File: src/sv/gcfr_pkg.sv
// Shared constants, types and the gain code decoder for the gain command frame receiver.
`timescale 1ns / 1ps

package gcfr_pkg;

   localparam int FRAME_BYTES = 8;
   localparam int COUNT_W     = 7;

   localparam logic [COUNT_W-1:0] FRAME_LEN = COUNT_W'(FRAME_BYTES);

   localparam logic [7:0] HDR_FIRST  = 8'h53;
   localparam logic [7:0] HDR_SECOND = 8'h4D;

   localparam logic [7:0] PID_CODE_LO = 8'h41;
   localparam logic [7:0] PID_CODE_HI = 8'h49;
   localparam logic [7:0] ALT_CODE_LO = 8'h77;
   localparam logic [7:0] ALT_CODE_HI = 8'h79;
   localparam logic [3:0] ALT_INDEX_BASE = 4'd9;

   localparam logic [COUNT_W-1:0] POS_TYPE      = COUNT_W'(2);
   localparam logic [COUNT_W-1:0] POS_VALUE_LO  = COUNT_W'(3);
   localparam logic [COUNT_W-1:0] POS_VALUE_HI  = COUNT_W'(6);

   typedef struct packed {
      logic        known;
      logic [3:0]  index;
   } gain_map_type;

   typedef struct packed {
      logic        checksum_good;
      logic        gain_known;
      logic [3:0]  gain_index;
      logic [31:0] gain_value_bits;
   } gcfr_result_type;

   function automatic gain_map_type map_gain(input logic [7:0] code);
      gain_map_type m;
      logic [7:0]   d;
      m = '0;
      d = '0;
      if (code >= PID_CODE_LO && code <= PID_CODE_HI) begin
         d       = code - PID_CODE_LO;
         m.known = 1'b1;
         m.index = d[3:0];
      end else if (code >= ALT_CODE_LO && code <= ALT_CODE_HI) begin
         d       = code - ALT_CODE_LO;
         m.known = 1'b1;
         m.index = d[3:0] + ALT_INDEX_BASE;
      end
      return m;
   endfunction

endpackage

File: src/sv/gcfr_frame_track.sv
// Frame sync, byte sum and field capture for one byte per step.
`timescale 1ns / 1ps

module gcfr_frame_track
   import gcfr_pkg::*;
(
   input  logic            clock,
   input  logic            reset,
   input  logic            step,
   input  logic [7:0]      rx_byte,
   output logic            produce,
   output gcfr_result_type result
);

   logic [7:0]         last_byte_ff, last_byte_in;
   logic               in_frame_ff, in_frame_in;
   logic [COUNT_W-1:0] byte_count_ff, byte_count_in;
   logic [7:0]         running_sum_ff, running_sum_in;
   logic [7:0]         type_byte_ff, type_byte_in;
   logic [31:0]        value_shift_ff, value_shift_in;

   logic               hdr_hit;
   logic [COUNT_W-1:0] count_inc;
   gain_map_type       gmap;

   always_comb begin
      hdr_hit        = (last_byte_ff == HDR_FIRST) && (rx_byte == HDR_SECOND);
      count_inc      = byte_count_ff + COUNT_W'(1);
      last_byte_in   = rx_byte;
      in_frame_in    = in_frame_ff;
      byte_count_in  = byte_count_ff;
      running_sum_in = running_sum_ff;
      type_byte_in   = type_byte_ff;
      value_shift_in = value_shift_ff;
      produce        = 1'b0;

      if (hdr_hit) begin
         // restart the frame at the 0x53
         in_frame_in    = 1'b1;
         byte_count_in  = POS_TYPE;
         running_sum_in = HDR_FIRST + HDR_SECOND;
         type_byte_in   = '0;
         value_shift_in = '0;
      end else if (in_frame_ff) begin
         running_sum_in = running_sum_ff + rx_byte;
         if (byte_count_ff == POS_TYPE) begin
            type_byte_in = rx_byte;
         end else if (byte_count_ff >= POS_VALUE_LO && byte_count_ff <= POS_VALUE_HI) begin
            value_shift_in = {rx_byte, value_shift_ff[31:8]};
         end
         byte_count_in = count_inc;
         if (count_inc >= FRAME_LEN) begin
            produce       = 1'b1;
            in_frame_in   = 1'b0;
            byte_count_in = '0;
         end
      end

      gmap                   = map_gain(type_byte_in);
      result.checksum_good   = (running_sum_in == 8'h00);
      result.gain_known      = gmap.known;
      result.gain_index      = gmap.index;
      result.gain_value_bits = value_shift_in;
   end

   always_ff @(posedge clock) begin
      if (reset) begin
         last_byte_ff   <= '0;
         in_frame_ff    <= 1'b0;
         byte_count_ff  <= '0;
         running_sum_ff <= '0;
         type_byte_ff   <= '0;
         value_shift_ff <= '0;
      end else if (step) begin
         last_byte_ff   <= last_byte_in;
         in_frame_ff    <= in_frame_in;
         byte_count_ff  <= byte_count_in;
         running_sum_ff <= running_sum_in;
         type_byte_ff   <= type_byte_in;
         value_shift_ff <= value_shift_in;
      end
   end

endmodule

File: src/sv/gcfr_rsp_reg.sv
// Result register that holds one frame result until the consumer takes it.
`timescale 1ns / 1ps

module gcfr_rsp_reg
   import gcfr_pkg::*;
(
   input  logic            clock,
   input  logic            reset,
   input  logic            load,
   input  gcfr_result_type load_data,
   input  logic            rsp_stall,
   output logic            rsp_valid,
   output logic            free,
   output gcfr_result_type rsp_data
);

   logic            valid_ff, valid_in;
   gcfr_result_type data_ff;

   always_comb begin
      free     = !valid_ff || !rsp_stall;
      valid_in = load || (valid_ff && rsp_stall);
   end

   always_ff @(posedge clock) begin
      if (reset) begin
         valid_ff <= 1'b0;
      end else begin
         valid_ff <= valid_in;
      end
   end

   always_ff @(posedge clock) begin
      if (load) begin
         data_ff <= load_data;
      end
   end

   assign rsp_valid = valid_ff;
   assign rsp_data  = data_ff;

endmodule

File: src/sv/gain_command_frame_receiver_unit.sv
// Top level of the gain command frame receiver: input register, frame tracker, result register.
`timescale 1ns / 1ps
// A byte beat is registered in the input register, and a completing byte's result
// in the result register, which drives rsp_. Throughput: one byte beat per cycle
// unless req_stall holds a completing byte; the frame tracker updates its state once
// per byte. A frame gives at most one result beat. Reset (synchronous, active high)
// clears the sync state, the byte sum, the captured fields and both valid flags.

module gain_command_frame_receiver_unit
   import gcfr_pkg::*;
(
   input  logic        clock,
   input  logic        reset,
   // byte input channel
   input  logic        req_valid,
   output logic        req_stall,
   input  logic [7:0]  req_rx_byte,
   // result channel
   output logic        rsp_valid,
   input  logic        rsp_stall,
   output logic        rsp_checksum_good,
   output logic        rsp_gain_known,
   output logic [3:0]  rsp_gain_index,
   output logic [31:0] rsp_gain_value_bits
);

   // Input register: one byte beat waiting for the tracker.
   logic       in_valid_ff, in_valid_in;
   logic [7:0] in_byte_ff;

   logic            advance;
   logic            produce;
   logic            out_free;
   gcfr_result_type trk_result;
   gcfr_result_type out_result;

   // A byte that completes no frame always moves on; a completing byte waits
   // only while the result register is still held by the consumer.
   assign advance   = in_valid_ff && (!produce || out_free);
   // Stall the input only when the held byte cannot move this cycle.
   assign req_stall = in_valid_ff && !advance;

   always_comb begin
      in_valid_in = (in_valid_ff && !advance) || (req_valid && !req_stall);
   end

   always_ff @(posedge clock) begin
      if (reset) begin
         in_valid_ff <= 1'b0;
      end else begin
         in_valid_ff <= in_valid_in;
      end
   end

   // Capture the payload on every accepted beat; hold it otherwise.
   always_ff @(posedge clock) begin
      if (req_valid && !req_stall) begin
         in_byte_ff <= req_rx_byte;
      end
   end

   gcfr_frame_track u_track (
      .clock   (clock),
      .reset   (reset),
      .step    (advance),
      .rx_byte (in_byte_ff),
      .produce (produce),
      .result  (trk_result)
   );

   gcfr_rsp_reg u_rsp (
      .clock     (clock),
      .reset     (reset),
      .load      (advance && produce),
      .load_data (trk_result),
      .rsp_stall (rsp_stall),
      .rsp_valid (rsp_valid),
      .free      (out_free),
      .rsp_data  (out_result)
   );

   // Unpack the result beat onto its field ports.
   assign rsp_checksum_good   = out_result.checksum_good;
   assign rsp_gain_known      = out_result.gain_known;
   assign rsp_gain_index      = out_result.gain_index;
   assign rsp_gain_value_bits = out_result.gain_value_bits;

endmodule
File: config.mk
export PLATFORM = sky130hd
export DESIGN_NAME = gain_command_frame_receiver_unit
export DESIGN_NICKNAME = d
export VERILOG_FILES = /design/src/sv/gcfr_pkg.sv /design/src/sv/gcfr_frame_track.sv /design/src/sv/gcfr_rsp_reg.sv /design/src/sv/gain_command_frame_receiver_unit.sv
export SDC_FILE = /design/constraint.sdc
export NUM_CORES = 1
export LEC_CHECK = 0
export BUFFER_PORTS_ARGS = -buffer_cell sky130_fd_sc_hd__clkbuf_2
export CORE_MARGIN = 5
export CORE_UTILIZATION = 40
export CTS_CLUSTER_DIAMETER = 100
export DETAILED_ROUTE_END_ITERATION = 16
export GPL_ROUTABILITY_DRIVEN = 0
export SETUP_SLACK_MARGIN = 0.02
export SLEW_MARGIN = 15
export SYNTH_ARGS = -nofsm -noshare
export SYNTH_HDL_FRONTEND = slang
export SYNTH_SLANG_ARGS = --single-unit
File: constraint.sdc
create_clock -name clock -period 4.97 [get_ports clock]
set_clock_uncertainty 0.2 [all_clocks]
set_input_delay 0.497 -clock clock [delete_from_list [all_inputs] [get_ports clock]]
set_output_delay 0.497 -clock clock [all_outputs]
set_load 0.01 [all_outputs]
---- Yosys cells after proc, flatten, opt, wreduce, memory -nomap -nowiden ----
Cells that the tools add are included.
word-level totals
  bits in registers ....................... 112
operators by class
  add/subtract/negate cells ............... 5
  order comparisons ....................... 7
  equal/unequal tests ..................... 3
  muxes and demuxes ....................... 20
  reductions and logical operators ........ 21
operator list
  kind                 number
  $mux 32              4
  $mux 8               5
  $mux 7               3
  $eq 8x7->1 const B   2
  $ge 8x7->1 const B   2
  $le 8x7->1 const B   2
  $logic_and 1x1->1    9
  $add 8x8->8          1
  $logic_not 8->1      1
  $add 7x1->7 const B  1
  $eq 7x2->1 const B   1
  $ge 7x2->1 const B   1
  $ge 7x4->1 const B   1
  $le 7x3->1 const B   1
  $mux 1               6
  $logic_not 1->1      5
  $mux 5               1
  $add 4x4->4 const B  1
  $logic_or 1x1->1     4
  $mux 4               1
  $sub 4x1->4 const B  1
  $sub 4x3->4 const B  1
  $reduce_and 2->1     1
  $reduce_bool 2->1    1

---- Longest topological paths before layout ----
  depth in word-level cells ............... 13
  depth in mapped cells ................... 12

---- Hierarchy ----
Synthesis repeated with hierarchy kept, for this count alone.
unflattened totals
  cells, all modules ...................... 444
  area total of the unflattened synthesis .. 5047.3 um^2
by module, submodules not included
  module                            instances  cells an instance  area an instance (um^2)  sequential area each (um^2)
  gcfr_frame_track                  1          385                3564.7                   1281.2
  gcfr_rsp_reg                      1          42                 1173.6                   1161.1
  gain_command_frame_receiver_unit  1          17                 309.0                    260.2

---- Worst setup path before layout ----
Ideal clock, no wire load.
  path kind ............................... reg2reg
  from .................................... register in_byte_ff[4]
  to ...................................... register u_rsp.data_ff (netlist bit u_rsp.rsp_data[0]) (enable)
  data arrival time ....................... 4.200 ns
  slack ................................... 0.090 ns
  stages on the path, launching flop included .. 8
  path buffers ............................ 2
  clock period less this slack ............ 4.880 ns
  path through ............................ edfxtp_1 -> nor4b_4 -> nand4_4 -> nand4_2 -> o21ai_4 -> buf_6 -> buf_2 -> nor3_1
on the way
  cells in the longest elaborated chain, start to end .. 7
ends and longest elaborated chain
  item                      RTL line                                source
  start: declaration        gain_command_frame_receiver_unit.sv:29  logic [7:0] in_byte_ff;
  start signal: assignment  gain_command_frame_receiver_unit.sv:58  in_byte_ff <= req_rx_byte;
  $eq 8x7->1 (*)            gcfr_frame_track.sv:27                  hdr_hit = (last_byte_ff == HDR_FIRST) && (rx_byte == HDR_SECOND);
  $logic_and 1x1->1 (*)     gcfr_frame_track.sv:27
  $mux 1 (*)                gcfr_frame_track.sv:37                  if (hdr_hit) begin
  $logic_not 1->1           gain_command_frame_receiver_unit.sv:39  assign advance = in_valid_ff && (!produce || out_free);
  $logic_or 1x1->1          gain_command_frame_receiver_unit.sv:39
  $logic_and 1x1->1         gain_command_frame_receiver_unit.sv:39
  $logic_and 1x1->1 (*)     gain_command_frame_receiver_unit.sv:74  .load (advance && produce),
  named net u_rsp.load      gcfr_rsp_reg.sv:9                       input logic load,
  end signal: assignment    gcfr_rsp_reg.sv:35                      data_ff <= load_data;
  end: declaration          gcfr_rsp_reg.sv:18                      gcfr_result_type data_ff;
Mark *: on every way through the listed nets, which the timed path passes. The rest lies on a longest branch.
A chain may end at the register's enable or synchronous reset.

==> flow_summary.yaml <==
critical_path:
  path_buf_inv: 1
  crit_slowest_cell: "dfxtp_1"
  cp.arrival_ns: 3.42
  worst_r2r_path_depth: 9
  rrSetupSlack_ns: 1.44
  required_ns: 4.87
  path_class: "flip-flop to flip-flop"
  start_kind: "flip-flop"
  cp_top_family: "simple AND/OR/NAND/NOR gates"
  cpPeakStageDelay_ns: 0.77
  path_max_fanout: 20
  crit_chain: "nand4bb_1 > nor2_2 > nand2_1 > a21oi_1 > inv_1 > ha_1 > a221o_1 > nand3_1 > o22ai_1"
  crit_end: "u_rsp.rsp_data[34]"
  worstSetupStartpoint: "u_track.in_frame_ff"
  r2r-end: "u_rsp.rsp_data[34]"
  crit_cells: 9
  endpoint_kind: "flip-flop"
  r2r_start: "u_track.in_frame_ff"
cts:
  cts-htree-levels: 3
  worst_setup_hold_path_clk_slew_ns: 0.07
  cts_buffers: 9
  cts_hold_buf: 0
  cts_resized: 0
  clk_path_buf_depth: 2
  cts-root-buf: "clkbuf_16"
  postCtsSetupBuffers: 0
  insertion_delay_ns: 0.35
  clkSinkCount: 112
  cts_tree: "built"
sta:
  worst-slew-pin-transition_ns: 0.941
  rsz0062_at_grt: "no"
  slew_headroom: 0.372
  setup_tns_ns: 0
  max_freq_mhz: 284
  min_period_ns: 3.53
  setup_slack_ns: 1.44
  finalSetupViolCount: 0
  finalCritPeriodShare: 0.710
  drv_slew: 0
  whs_ns: 0.117
  finalHoldViolations: 0
layout:
  post-route-util: 0.460
  diodes: 0
  nFillCells: 1293
  area_growth_pct: 11.8
  layout_common_cells: "nand2_1 (70), a21oi_1 (66), dfxtp_1 (66)"
  final_nets: 617
  final_common_cell: "nand2_1"
  fin_area_sq_um: 6140
  drive_gt1_frac: 0.153
die:
  floorplan.initialDensity: 0.412
  die_w_microns: 127
  io_pins: 52
  row_count: 42
  dieArea_sq_um: 16200
  die_h_microns: 127
  core_area_sq_um: 13300
placement:
  placedInstanceArea_sq_um: 5820
  post-dp-hpwl_microns: 7860
  dpl_worst_slack_ns: 1.53
  io_buffers: 51
synthesis:
  ys_seq_area_frac: 0.492
  synth_cells: 558
  ys_types: 68
  synth_edf_count: 46
  ys_async_sr_fraction: 0
  syn_area_sq_um: 5490
  yosys_warnings: 0
  yosys_register_bits: 112
  syn_avg_cell_area_sq_um: 9.85
  synth_ff_type: "dfxtp_1"
  synth_fp_nets: 585
route:
  first_iter_violations: 311
  dr.pass1.iters: 4
  vias: 4182
  ant_nets: 0
  wirelength_microns: 11700
  vias_per_cell: 5.42
  drc: 0
  routedWlPerCell_microns: 15.2
power:
  sw_frac_of_total: 0.214
  power.density_nw_per_um2: 294
  p_int_mw: 1.42
  power_frac_seq: 0.542
  p_sw_mw: 0.386
  pwr-share-comb: 0.031
  power_frac_clock: 0.428
  cellLeakagePower_nw: 2.54
  max-vdd-ir-drop_v: 0.000183
status:
  status: "finished clean"
flow_run:
  max-cap-violations: 0
global_route:
  grt_overflow: 0
  grt_pass1_wl_microns: 19900
  grt_use_total: 0.150
  grt_max_degree: 76
  antenna_found_initial: 0
  grt_pass1_vias: 4103
min_path:
  worstHoldPathType: "input pin to flip-flop"
  whs_path_depth: 1
[cells by family (layout without fill, tap and decap cells)]
kind of cell    count (synthesis)  count (layout)  share of synthesized area
mux                            36              36                     0.0656
buf+inv                        55              92                     0.0481
flops                         112             112                      0.492
fa+ha+maj                      15              15                     0.0355
compound gates                118             118                      0.140
xor+xnor                        3               3                    0.00478
simple gates                  219             219                      0.214
[worst register-to-register path: stages (launching register included)]
cell and delay [ns]:
dfxtp_1 0.77, nand4bb_1 0.37, nor2_2 0.35, nand2_1 0.10, a21oi_1 0.40, inv_1 0.15, ha_1 0.27, a221o_1 0.40
nand3_1 0.16, o22ai_1 0.11
[synthesized netlist by cell type (2+ instances only)]
cell,instances,area [sq um]
or3_1,37,231
buf_6,4,45.0
o211a_1,2,20.0
inv_1,20,75.1
o21a_1,5,37.5
nor3b_1,5,37.5
a31oi_1,3,18.8
a21o_1,3,22.5
o22ai_1,2,12.5
nor2_1,42,158
nor4_1,3,18.8
buf_4,2,15.0
and3_1,7,43.8
a21oi_1,66,330
edfxtp_1,46,1380
nand2_1,70,263
nor3_1,9,45.0
mux2i_1,36,360
nand4_1,11,68.8
o311ai_4,2,52.6
a2111oi_0,2,17.5
dfxtp_1,66,1320
o31ai_1,2,15.0
o21ai_2,2,17.5
buf_2,14,70.1
nand3_1,13,65.1
clkbuf_1,13,48.8
xnor2_1,2,17.5
nand2b_1,2,12.5
o21ai_0,5,25.0
ha_1,14,175
o21ai_1,6,30.0
nor2b_1,3,18.8
clkbuf_2,2,10.0
o211ai_1,4,30.0
[layer usage]
layer  GRT usage  up-vias  share of wire
met5           0        -              0
met4      0.0505        0          0.011
met3      0.0351        8          0.052
met2       0.250      102           0.49
met1       0.193     1980           0.45
li1            -     2092              -
[power by group through the flow]
stage / clock (mW) / combinational [mW] / sequential [mW]
floorplan: 0 / 0.0468 / 0.989
global placement: 0 / 0.0540 / 0.999
detailed placement: 0 / 0.0555 / 1.00
CTS: 0.795 / 0.0558 / 0.978
global route: 0.833 / 0.0633 / 0.980
finish: 0.773 / 0.0554 / 0.978
[worst min-delay path by stage]
stage | start | end | slack, ns
after CTS | req_rx_byte[2] | in_byte_ff[2] | 0.10
after floorplan | u_track.last_byte_ff[3] | u_track.last_byte_ff[3] | 0.23
after detailed placement | u_track.last_byte_ff[0] | u_track.last_byte_ff[0] | 0.24
final | req_rx_byte[1] | in_byte_ff[1] | 0.12
after global placement | u_track.last_byte_ff[2] | u_track.last_byte_ff[2] | 0.24
after global routing | req_rx_byte[1] | in_byte_ff[1] | 0.11
[registers in the layout (all words and copies together), names as in the netlist]
signal,cells
u_rsp.rsp_data,38
u_track.byte_count_ff,7
in_valid_ff,1
u_rsp.rsp_valid,1
u_track.last_byte_ff,8
u_track.in_frame_ff,1
u_track.type_byte_ff,8
u_track.running_sum_ff,8
in_byte_ff,8
u_track.value_shift_ff,32
[cell type report]
cell class,instances,area (sq um),share of cell area
clock buffers,9,225,0.0367
well taps,176,220,0.0358
flip-flops and latches,112,2700,0.440
inverters,20,75.1,0.0122
multi-input cells,391,2530,0.412
repair buffers,56,293,0.0476
clock inverters,7,95.1,0.0155
[stage by stage]
step	total power, mW	cells
3_5_place_dp	1.06	755
6_report	1.81	771
3_3_place_gp	1.05	755
2_1_floorplan	1.04	558
5_1_grt	1.88	771
4_1_cts	1.83	771
(Power assumes the default switching activity.)
